`config.mk`:
```
export PLATFORM = sky130hd
export DESIGN_NAME = mrm_ctrl
export DESIGN_NICKNAME = d
export VERILOG_FILES = /design/src/hw/rtl/mrm_pkg.sv /design/src/hw/rtl/mrm_ctrl.sv
export VERILOG_INCLUDE_DIRS = /design/src /design/src/hw/rtl
export SDC_FILE = /design/constraint.sdc
export NUM_CORES = 1
export LEC_CHECK = 0
export ABC_AREA = 1
export BUFFER_PORTS_ARGS = -buffer_cell sky130_fd_sc_hd__buf_2
export CAP_MARGIN = 10
export CORE_AREA = 4 4 41 43
export DETAILED_ROUTE_END_ITERATION = 8
export DIE_AREA = 0 0 45 47
export PLACE_DENSITY = 0.47
export SLEW_MARGIN = 20
export SYNTH_ARGS = -nofsm -noshare
export SYNTH_HDL_FRONTEND = slang
export SYNTH_SLANG_ARGS = --single-unit
```
`constraint.sdc`:
```
create_clock -name clk -period 1.1 [get_ports clk]
set_input_delay 0.055 -clock clk [delete_from_list [all_inputs] [get_ports clk]]
set_output_delay 0.055 -clock clk [all_outputs]
set_load 0.02 [all_outputs]
```
`src/hw/rtl/message_ring_mailbox_unit_defines.svh`:
```
// Assertion macros used by the mailbox controller.
`ifndef MESSAGE_RING_MAILBOX_UNIT_DEFINES_SVH
`define MESSAGE_RING_MAILBOX_UNIT_DEFINES_SVH

// Plain property, checked at every rising clock edge outside reset.
`define MRM_ASSERT(lbl, clk, rst_n, prop, msg) \
	lbl: assert property (@(posedge clk) disable iff (!rst_n) (prop)) else $error(msg);

// Same-cycle implication.
`define MRM_ASSERT_IMP(lbl, clk, rst_n, ante, cons, msg) \
	lbl: assert property (@(posedge clk) disable iff (!rst_n) (ante) |-> (cons)) \
		else $error(msg);

// Next-cycle implication.
`define MRM_ASSERT_NXT(lbl, clk, rst_n, ante, cons, msg) \
	lbl: assert property (@(posedge clk) disable iff (!rst_n) (ante) |=> (cons)) \
		else $error(msg);

`endif

```
`src/hw/rtl/mrm_pkg.sv`:
```
// Constants, codes, types and helpers of the mailbox block.
`timescale 1ns / 1ps
package mrm_pkg;

	localparam int unsigned BOX_COUNT    = 8;
	localparam int unsigned RING_BYTES   = 256;
	localparam int unsigned HEADER_BYTES = 4;
	localparam int unsigned MAX_BODY     = 64;

	localparam int unsigned BOX_W   = (BOX_COUNT > 1) ? $clog2(BOX_COUNT) : 1;
	localparam int unsigned PTR_W   = $clog2(RING_BYTES);
	localparam int unsigned ADDR_W  = $clog2(BOX_COUNT * RING_BYTES);
	localparam int unsigned FREE_IW = $clog2(RING_BYTES + 1);
	localparam int unsigned CMP_W   = ((FREE_IW > 7) ? FREE_IW : 7) + 1;
	localparam int unsigned SUM_W   = ((PTR_W > 7) ? PTR_W : 7) + 1;
	localparam int unsigned HCNT_W  = $clog2(HEADER_BYTES + 1);
	localparam int unsigned CNT_W   = 7;
	localparam int unsigned USER_W  = 8;

	// actions
	localparam logic [2:0] ACT_OPEN  = 3'd0;
	localparam logic [2:0] ACT_CLOSE = 3'd1;
	localparam logic [2:0] ACT_STAT  = 3'd2;
	localparam logic [2:0] ACT_SEND  = 3'd3;
	localparam logic [2:0] ACT_RECV  = 3'd4;

	// result status
	localparam logic [2:0] ST_OK      = 3'd0;
	localparam logic [2:0] ST_ILLEGAL = 3'd1;
	localparam logic [2:0] ST_EMPTY   = 3'd2;
	localparam logic [2:0] ST_NOSPACE = 3'd3;
	localparam logic [2:0] ST_BUSY    = 3'd4;

	// item classes reported by the datapath
	localparam int unsigned CLS_W = 2;
	localparam logic [CLS_W-1:0] CLS_DROP       = 2'd0;
	localparam logic [CLS_W-1:0] CLS_SIMPLE     = 2'd1;
	localparam logic [CLS_W-1:0] CLS_SEND_START = 2'd2;
	localparam logic [CLS_W-1:0] CLS_RECV       = 2'd3;

	// datapath operations
	localparam int unsigned OP_W = 3;
	localparam logic [OP_W-1:0] OP_NONE       = 3'd0;
	localparam logic [OP_W-1:0] OP_SIMPLE     = 3'd1;
	localparam logic [OP_W-1:0] OP_HDR_FIRST  = 3'd2;
	localparam logic [OP_W-1:0] OP_HDR_ZERO   = 3'd3;
	localparam logic [OP_W-1:0] OP_SEND_FIRST = 3'd4;
	localparam logic [OP_W-1:0] OP_RX_ADDR    = 3'd5;
	localparam logic [OP_W-1:0] OP_RX_LEN     = 3'd6;
	localparam logic [OP_W-1:0] OP_RX_BYTE    = 3'd7;

	typedef struct packed {
		logic            load;
		logic [OP_W-1:0] op;
	} mrm_cmd_t;

	typedef struct packed {
		logic [CLS_W-1:0] cls;
		logic             slot_free;
		logic             hdr_last;
		logic             rx_len_zero;
		logic             rx_last;
	} mrm_stat_t;

	function automatic logic [PTR_W-1:0] ptr_inc(input logic [PTR_W-1:0] p);
		logic [PTR_W-1:0] r;
		if (p == PTR_W'(RING_BYTES - 1)) r = '0;
		else r = p + PTR_W'(1);
		return r;
	endfunction

	function automatic logic [ADDR_W-1:0] ring_addr(input logic [BOX_W-1:0] box,
		input logic [PTR_W-1:0] pos);
		return ADDR_W'(ADDR_W'(box) * ADDR_W'(RING_BYTES) + ADDR_W'(pos));
	endfunction

endpackage

```
`src/hw/rtl/mrm_ctrl.sv`:
```
// Mailbox controller: sequences each item through the datapath.
`timescale 1ns / 1ps
`include "message_ring_mailbox_unit_defines.svh"
module mrm_ctrl (
	input  logic               clk,
	input  logic               arst_n,
	input  logic               in_fire,
	output logic               in_ready,
	input  mrm_pkg::mrm_stat_t st,
	output mrm_pkg::mrm_cmd_t  cmd
);
	localparam logic [2:0] S_IDLE   = 3'd0;
	localparam logic [2:0] S_EXEC   = 3'd1;
	localparam logic [2:0] S_HDR    = 3'd2;
	localparam logic [2:0] S_SFIRST = 3'd3;
	localparam logic [2:0] S_RLEN   = 3'd4;
	localparam logic [2:0] S_RX     = 3'd5;

	logic [2:0] state_q, state_d;

	always_comb begin
		state_d  = state_q;
		in_ready = 1'b0;
		cmd.load = 1'b0;
		cmd.op   = mrm_pkg::OP_NONE;
		unique case (state_q)
			S_IDLE: begin
				in_ready = 1'b1;
				if (in_fire) begin
					cmd.load = 1'b1;
					state_d  = S_EXEC;
				end
			end
			S_EXEC: begin
				unique case (st.cls)
					mrm_pkg::CLS_DROP: state_d = S_IDLE;
					mrm_pkg::CLS_SIMPLE: begin
						if (st.slot_free) begin
							cmd.op  = mrm_pkg::OP_SIMPLE;
							state_d = S_IDLE;
						end
					end
					mrm_pkg::CLS_SEND_START: begin
						cmd.op  = mrm_pkg::OP_HDR_FIRST;
						state_d = (mrm_pkg::HEADER_BYTES > 1) ? S_HDR : S_SFIRST;
					end
					mrm_pkg::CLS_RECV: begin
						cmd.op  = mrm_pkg::OP_RX_ADDR;
						state_d = S_RLEN;
					end
					default: state_d = S_IDLE;
				endcase
			end
			S_HDR: begin
				cmd.op = mrm_pkg::OP_HDR_ZERO;
				if (st.hdr_last) state_d = S_SFIRST;
			end
			S_SFIRST: begin
				if (st.slot_free) begin
					cmd.op  = mrm_pkg::OP_SEND_FIRST;
					state_d = S_IDLE;
				end
			end
			S_RLEN: begin
				// an empty body answers once the result slot is free; otherwise start the byte run
				if (!st.rx_len_zero) begin
					cmd.op  = mrm_pkg::OP_RX_LEN;
					state_d = S_RX;
				end else if (st.slot_free) begin
					cmd.op  = mrm_pkg::OP_RX_LEN;
					state_d = S_IDLE;
				end
			end
			S_RX: begin
				if (st.slot_free) begin
					cmd.op = mrm_pkg::OP_RX_BYTE;
					if (st.rx_last) state_d = S_IDLE;
				end
			end
			default: state_d = S_IDLE;
		endcase
	end

	always_ff @(posedge clk or negedge arst_n) begin
		if (!arst_n) state_q <= S_IDLE;
		else state_q <= state_d;
	end

	`MRM_ASSERT_NXT(a_accept_exec, clk, arst_n, in_fire, state_q == S_EXEC, "accepted beat not executed")
	`MRM_ASSERT_NXT(a_rx_done, clk, arst_n, cmd.op == mrm_pkg::OP_RX_BYTE && st.rx_last, state_q == S_IDLE, "receive run did not end")
	`MRM_ASSERT(a_emit_slot, clk, arst_n, cmd.op != mrm_pkg::OP_SEND_FIRST || st.slot_free, "result issued into a full slot")
endmodule

```
==> out/qor.csv, run 1 <==
metric,value,unit
status,"complete, but fails checks",
violations,setup timing,
clock_path_buffers,2,
track_usage,0.115,
gp_congestion,0.788,
criticalPathCategory,reg -> out,
syn-instance-count,58,
avgRoutedWirePerCell,10.8,µm
synth_cell_type_count,14,
synth_top_area_share,0.229,
start_util,0.252,
path_clk_slew,0.04,ns
cp.arrival,1.32,ns
tightest_slew,0.200,ns
grt_antenna_before_repair,0,
largest_reg_flops,3,
io_pins,14,
fmax,727,MHz
wl,1040,µm
slew_headroom,0.865,
synthTopCellsByArea,"dfrtp_1, nand2_1, nand3_1",
crit_fanout,3,
synth-compound-area-share,0.0687,
cts_buffers,3,
leakage,0.326,nW
crit_path_end_kind,output port,
vdd_drop_max,1.29,mV
synth_top_family_by_area,simple AND/OR/NAND/NOR gates,
hold_violations,0,
synthSimpleGateAreaFrac,0.519,
vias_per_cell,4.46,
fin_crit_sh,1.25,
hold_path_class,in -> async,
area_delta_synth_final,76.3,%
layout-drive-gt1-share,0.506,
dr.pass1.iters,3,
grt_pass1_vias,432,
utilization,0.444,
ys_ff_latch,3,
reg_top3,state_q x3,
finalPower,1.60,mW
clkLatencyLatePin,0.24,ns
ys_warn_count,0,
gr-total-overflow,0,
portBuffers,13,
grt_max_degree,8,
power_per_cell_area,2760,nW/µm²
min_period,1.37,ns
drtIter0Drc,6,
synth_xor_area_frac,0,
clockRootBuffer,clkbuf_4,
die_w,45,µm
design.core.area,1300,µm²
seq_area_frac_synth,0.229,
setup_ws,-0.275,ns
die_area,2120,µm²
synth_area,328,µm²
rsz0062_at_grt,yes,
r2r_slack,0,ns
slew_viol_final,0,
yosys-mux-area-fraction,0,
top_register,state_q,
num_vias,428,
cap_violations,0,
synth_area_leader_cell,dfrtp_1,
report.final.setup_viol,6,
dp_slack,-0.0917,ns
skew,0.00111,ns
antenna_cells,0,
detailed_place_hpwl,701,µm
antenna_left,0,
clock-sinks,3,
rows,13,
synthAdderAreaFrac,0,
start_kind,register,
syn_area_per_cell,5.65,µm²
cts_tree,done,
die_height,47,µm
drc,0,
grt_pass1_wl,1750,µm
nNetsFinal,91,
h-tree-depth,1,
syn_nets,67,
cp.required,1.04,ns
==> critical path: stages (launching register included) <==
cell	delay (ns)
dfrtp_1	0.40
inv_2	0.13
nand2_4	0.09
nor3_4	0.16
o21ai_1	0.09
nand3_1	0.09
buf_6	0.12
==> stage by stage <==
| stage | area [µm²] | hold WS (ns) | instances | TNS (ns) |
|---|---|---|---|---|
| after floorplan | 328 | -0.241 | 58 | 0 |
| after detailed placement | 430 | -0.147 | 89 | -0.217 |
| final | 578 | 0.144 | 96 | -1.09 |
| after global placement | 430 | -0.148 | 89 | -0.173 |
| after global routing | 578 | 0.147 | 96 | -1.72 |
| after CTS | 543 | 0.141 | 97 | -1.10 |
==> layout make-up <==
cell class	instances	area, µm²
tap	15	18.8
fill	139	723
sequential	3	77.6
clock buffer	4	26.3
timing repair buffer	20	155
inverter	13	48.8
multi-input combinational	41	251
==> cell usage after synthesis (all sizes together) <==
cell type and instances:
nand3b 1, inv 13, nand2 16, a22oi 1
buf 1, nor2 10, nor3 1, dfrtp 3
nand3 9, o21ai 3
==> per-layer routing <==
| metal | track usage | routed length (µm) | share of wire | vias to the layer above |
|---|---|---|---|---|
| met5 | 0 | 0 | 0 | - |
| li1 | - | - | - | 223 |
| met4 | 0.0351 | 14 | 0.014 | 0 |
| met3 | 0.0651 | 83 | 0.080 | 2 |
| met1 | 0.118 | 406 | 0.39 | 188 |
| met2 | 0.201 | 533 | 0.51 | 15 |
==> cells in the final DEF, fill, tap and decap left out, drive strengths merged <==
cell / n
inv: 13
dfrtp: 3
nor3: 1
nand3: 9
dlygate4sd3: 1
clkbuf: 4
nand3b: 1
nor2: 10
buf: 19
nand2: 16
o21ai: 3
a22oi: 1
==> logic make-up after synthesis <==
group,count (synthesis)
AOI/OAI and AO/OA,4
buffers and inverters,14
DFF,3
and+or+nand+nor,37
==> final timing paths <==
check | depth (start not counted) | to | start
max reg2reg | 6 | state_q[2] | state_q[2]
min | 2 | state_q[0] | arst_n
min in group clk | 6 | state_q[0] | st[0]
min reg2reg | 3 | state_q[1] | state_q[2]
max in group asynchronous | 2 | state_q[1] | arst_n
max | 6 | cmd[0] | state_q[2]
==> what timing repair did <==
| action | 4_1_cts | 5_1_grt |
|---|---|---|
| endpoints found under the setup margin | 6 | 8 |
| gates resized for setup | 17 | 13 |
| pin swaps | 4 | 8 |
| endpoints found under the hold margin | 3 | 0 |
| buffers inserted | 4 | 1 |
| hold buffers | 1 | 0 |
==> where the power goes <==
part	internal [mW]	switching [mW]
registers	0.166	0.109
clock network	0.136	0.0614
logic	0.518	0.605
total	0.820	0.775
No activity file was read; power rests on OpenSTA's default activity.
==> run 2: changes to the inputs <==
- RECOVER_POWER: unset -> 50
==> run 2 against run 1 <==
Against the previous run: the run still ends with setup timing left; critical path depth stayed put; hold slack gained 0.011 ns; cell count is the same; worst setup slack about the same; combinational power is essentially flat; die area unchanged; largest cell class unchanged.
==> out/qor.csv, run 2 (synthesized netlist as in run 1, its figures left out) <==
metric,value,unit,change
finalPower,1.59,mW,about the same
fill_cells,138,,-0.72%
die_height,47,µm,unchanged
detailed_place_hpwl,701,µm,unchanged
drtIter0Drc,6,,unchanged
power_per_cell_area,2760,nW/µm²,+0.19%
num_vias,428,,unchanged
io_pins,14,,unchanged
setup_ws,-0.275,ns,+0.0000170 ns
switching_share,0.486,,about the same
rsz0062_at_grt,yes,,
crit_fanout,3,,unchanged
hold_violations,0,,unchanged
clkLatencyLatePin,0.24,ns,about the same
wl,1040,µm,-0.19%
cts_buffers,3,,unchanged
top_register,state_q,,
rr_worst_depth,6,,unchanged
clock_path_buffers,2,,unchanged
reg_top3,state_q x3,,
avgRoutedWirePerCell,10.8,µm,-0.19%
die_w,45,µm,unchanged
grt_max_degree,8,,unchanged
antenna_left,0,,unchanged
power_frac_clock,0.124,,about the same
tightest_slew,0.200,ns,unchanged
skew,0.00109,ns,-0.0000240 ns
drc,0,,unchanged
largest_reg_flops,3,,unchanged
nNetsFinal,91,,unchanged
portBuffers,13,,unchanged
dpl-instance-area,430,µm²,unchanged
vias_per_cell,4.46,,unchanged
fin_area,577,µm²,-0.22%
start_util,0.252,,unchanged
fin_crit_sh,1.25,,about the same
design.core.area,1300,µm²,unchanged
start_kind,register,,
grt_antenna_before_repair,0,,unchanged
r2r-end,state_q[2],,
min_period,1.37,ns,-0.0000170 ns
cp.required,1.04,ns,about the same
crit_path_end_kind,output port,,
comb_power_share,0.704,,about the same
mostFrequentLayoutCell,nand2_1,,
p_seq_frac,0.172,,about the same
dr.pass1.iters,3,,unchanged
area_delta_synth_final,76.0,%,
h-tree-depth,1,,unchanged
internal_power,0.820,mW,about the same
hold_path_class,in -> async,,
report.final.setup_viol,6,,unchanged
layout-drive-gt1-share,0.494,,-0.0123
netSwitchingPower,0.775,mW,about the same
track_usage,0.115,,unchanged
r2r_start,state_q[2],,
clockRootBuffer,clkbuf_4,,
antenna_cells,0,,unchanged
cts_tree,done,,
cp.arrival,1.32,ns,about the same
gr-total-overflow,0,,unchanged
slew_viol_final,0,,unchanged
final_cell_mix,"nand2_1, inv_1, buf_2",,
vdd_drop_max,1.29,mV,unchanged
cap_violations,0,,unchanged
r2r_slack,0,ns,unchanged
violations,setup timing,,
status,"complete, but fails checks",,
grt_pass1_vias,432,,unchanged
leakage,0.324,nW,-0.84%
rows,13,,unchanged
grt_pass1_wl,1750,µm,unchanged
gp_congestion,0.788,,unchanged
fmax,727,MHz,about the same
criticalPathCategory,reg -> out,,
utilization,0.443,,-0.000962
tns,-1.09,ns,+0.000100 ns
path_clk_slew,0.04,ns,about the same
die_area,2120,µm²,unchanged
clock-sinks,3,,unchanged
slew_headroom,0.865,,unchanged
==> run 2: power groups by stage <==
stage | registers [mW] | clock network, mW | logic [mW]
after floorplan | 0.206 | 0 | 0.568
after global placement | 0.246 | 0 | 0.769
after detailed placement | 0.245 | 0 | 0.760
after CTS | 0.267 | 0.207 | 1.00
after global routing | 0.284 | 0.225 | 1.25
final | 0.275 | 0.198 | 1.12
==> run 2: what timing repair did <==
item,4_1_cts,5_1_grt
hold endpoints to repair,3,0
setup endpoints to repair,6,8
buffers inserted,4,1
gates cloned,0,0
hold buffers,1,0
gates resized for setup,17,13
pin swaps,4,8
==> run 2: stage by stage <==
stage / std cells / hold slack [ns] / worst slack [ns]
after floorplan: 58 / -0.241 / 0.0779
after global placement: 89 / -0.148 / -0.0492
after detailed placement: 89 / -0.147 / -0.0917
after CTS: 97 / 0.141 / -0.241
after global routing: 96 / 0.158 / -0.365
final: 96 / 0.155 / -0.275
==> run 2: final cells by class <==
| cell class | count | area (µm²) | area share |
|---|---|---|---|
| Sequential cell | 3 | 77.6 | 0.134 |
| Tap cell | 15 | 18.8 | 0.0325 |
| Clock buffer | 4 | 26.3 | 0.0456 |
| Multi-Input combinational cell | 41 | 251 | 0.436 |
| Timing Repair Buffer | 20 | 154 | 0.267 |
| Inverter | 13 | 48.8 | 0.0846 |
==> run 2: worst max-delay path by stage <==
stage	startpoint	slack, ns	endpoint	depth (start not counted)
after CTS	state_q[1]	-0.24	cmd[1]	5
after global routing	state_q[2]	-0.37	cmd[0]	6
after detailed placement	state_q[1]	-0.09	cmd[1]	6
after floorplan	state_q[1]	0.08	cmd[1]	6
after global placement	state_q[1]	-0.05	cmd[1]	6
final	state_q[2]	-0.27	cmd[0]	6
==> run 2: routing by layer <==
| layer | up-vias | global-route usage | wire length [µm] |
|---|---|---|---|
| li1 | 223 | - | - |
| met1 | 188 | 0.118 | 403 |
| met2 | 15 | 0.201 | 533 |
| met3 | 2 | 0.0651 | 83 |
| met4 | 0 | 0.0351 | 14 |
| met5 | - | 0 | 0 |
==> run 2: critical path, stage by stage (launching register included) <==
cell and delay, ns:
dfrtp_1 0.40, inv_2 0.13, nand2_4 0.09, nor3_4 0.16, o21ai_1 0.09, nand3_1 0.09, buf_6 0.12
==> run 3: changes to the inputs <==
==> constraint.sdc (replaced) <==
create_clock -name clk -period 1.1 [get_ports clk]
set_input_delay 0.165 -clock clk [delete_from_list [all_inputs] [get_ports clk]]
set_output_delay 0.165 -clock clk [all_outputs]
set_load 0.02 [all_outputs]
==> run 3 against run 2 <==
Against the previous run: register-to-register slack got worse by 0.28 ns; sequential share of layout area fell by 2.1 points; maximum frequency fell by 9.6%; via count rose by 16%; critical path depth fell by 1; non-clock buffer count rose by 10; die area did not move; combinational power rose by 33%; total power rose by 21%; the flow still finishes with violations (setup timing); clock skew rose by 0.0020 ns; first-iteration DRC count rose by 50%; sequential power fell by 8.0%.
==> out/qor.csv, run 3 (synthesized netlist as in run 1, its figures left out) <==
metric,value,unit,change
power_frac_clock,0.099,,-0.025
tns,-2.17,ns,-1.08 ns
comb_power_share,0.770,,+0.066
reg_top3,state_q x3,,
hold_violations,0,,unchanged
crit_path_end_kind,output port,,
clock-sinks,3,,unchanged
fin_crit_sh,1.38,,+0.132
vdd_drop_max,1.06,mV,-18%
crit_chain,"buf_4, nor3_4, nand2_1, nand3_2, buf_6",,
criticalPathCategory,reg -> out,,
die_height,47,µm,unchanged
worst_hold_slack,0.262,ns,+0.107 ns
design.core.area,1300,µm²,unchanged
leakage,0.393,nW,+22%
cap_violations,0,,unchanged
netSwitchingPower,0.891,mW,+15%
gp_congestion,0.779,,-1.2%
fin_area,686,µm²,+19%
report.final.setup_viol,7,,+1
avgRoutedWirePerCell,12.0,µm,+12%
switching_share,0.461,,-0.0245
path_clk_slew,0.04,ns,about the same
portBuffers,13,,unchanged
skew,0.00307,ns,+0.00198 ns
violations,setup timing,,
power_per_cell_area,2820,nW/µm²,+1.9%
max_stage_delay,0.42,ns,+0.02 ns
grt_pass1_vias,451,,+4.4%
layout-drive-gt1-share,0.593,,+0.0996
num_vias,498,,+16%
top_register,state_q,,
internal_power,1.04,mW,+27%
antenna_cells,0,,unchanged
slew_viol_final,0,,unchanged
clock_path_buffers,2,,unchanged
drtIter0Drc,9,,+3
grt_pass1_wl,1730,µm,-1.1%
grt_max_degree,8,,unchanged
die_area,2120,µm²,unchanged
dp_cells,95,,+6.7%
vias_per_cell,4.70,,+5.4%
die_w,45,µm,unchanged
rows,13,,unchanged
fmax,658,MHz,-9.6%
slew_headroom,0.850,,-0.0156
start_kind,register,,
nNetsFinal,101,,+11%
rsz0062_at_grt,yes,,
min_period,1.52,ns,+0.145 ns
setup_ws,-0.420,ns,-0.145 ns
dr.pass1.iters,4,,+1
cts_buffers,3,,unchanged
crit_slowest_cell,dfrtp_2,,
crit_fanout,4,,+1
tightest_slew,0.223,ns,+0.0232 ns
antenna_left,0,,unchanged
cp.required,0.94,ns,-0.10 ns
p_seq_frac,0.131,,-0.041
detailed_place_hpwl,739,µm,+5.4%
area_delta_synth_final,109,%,
final_cell_mix,"nand2_1, buf_4, inv_1",,
clkLatencyLatePin,0.23,ns,about the same
track_usage,0.112,,-0.00289
h-tree-depth,1,,unchanged
largest_reg_flops,3,,unchanged
io_pins,14,,unchanged
start_util,0.252,,unchanged
hold_path_class,in -> async,,
clockRootBuffer,clkbuf_4,,
dpl-instance-area,483,µm²,+12%
cp.arrival,1.35,ns,+0.03 ns
grt_antenna_before_repair,0,,unchanged
status,"complete, but fails checks",,
drc,0,,unchanged
cts_tree,done,,
wl,1280,µm,+23%
finalPower,1.93,mW,+21%
layout.cells.non_filler,106,,+10%
gr-total-overflow,0,,unchanged
-- run 3: final timing paths --
check | from | end | slack [ns] | depth (start not counted)
min in group clk | st[5] | state_q[1] | 0.33 | 4
max in group asynchronous | arst_n | state_q[1] | 0.67 | 2
worst min register to register | state_q[2] | state_q[1] | 0.72 | 3
worst min-delay path | arst_n | state_q[2] | 0.26 | 2
worst max register to register | state_q[1] | state_q[2] | -0.28 | 7
worst max-delay path | state_q[1] | cmd[2] | -0.42 | 5
-- run 3: routing by layer --
layer / vias to the layer above / wire (µm) / track usage
met2: 19 / 725 / 0.226
met1: 235 / 462 / 0.114
li1: 242 / - / -
met3: 2 / 65 / 0.0230
met4: 0 / 22 / 0.0351
met5: - / 0 / 0
-- run 3: power by group through the flow --
stage	Clock [mW]	Sequential [mW]	Combinational, mW
2_1_floorplan	0	0.206	0.583
3_3_place_gp	0	0.236	0.955
3_5_place_dp	0	0.241	0.937
4_1_cts	0.195	0.257	1.12
5_1_grt	0.203	0.263	1.60
6_report	0.191	0.253	1.49
-- run 3: area by class of cell --
cell class / count / area [µm²]
Clock buffer: 4 / 26.3
Fill cell: 139 / 616
Inverter: 13 / 48.8
Multi-Input combinational cell: 41 / 278
Sequential cell: 3 / 77.6
Tap cell: 15 / 18.8
Timing Repair Buffer: 30 / 236
-- run 3: repair_timing --
action	CTS	global route
hold buffers	1	0
cloned	0	0
hold endpoints to repair	3	0
endpoints found under the setup margin	6	8
buffers inserted	3	3
pin swaps	0	4
resized for setup	17	17
-- run 3: metrics by stage --
stage,setup slack (ns),utilization
global placement,-0.181,0.371
detailed placement,-0.187,0.371
global route,-0.466,0.527
CTS,-0.334,0.455
finish,-0.420,0.527
floorplan,-0.0321,-
-- run 3: critical path, delay by kind of cell, from the launching register on --
family | cells | cell delay [ns]
simple gates | 3 | 0.42
flops | 1 | 0.42
buf+inv | 2 | 0.29
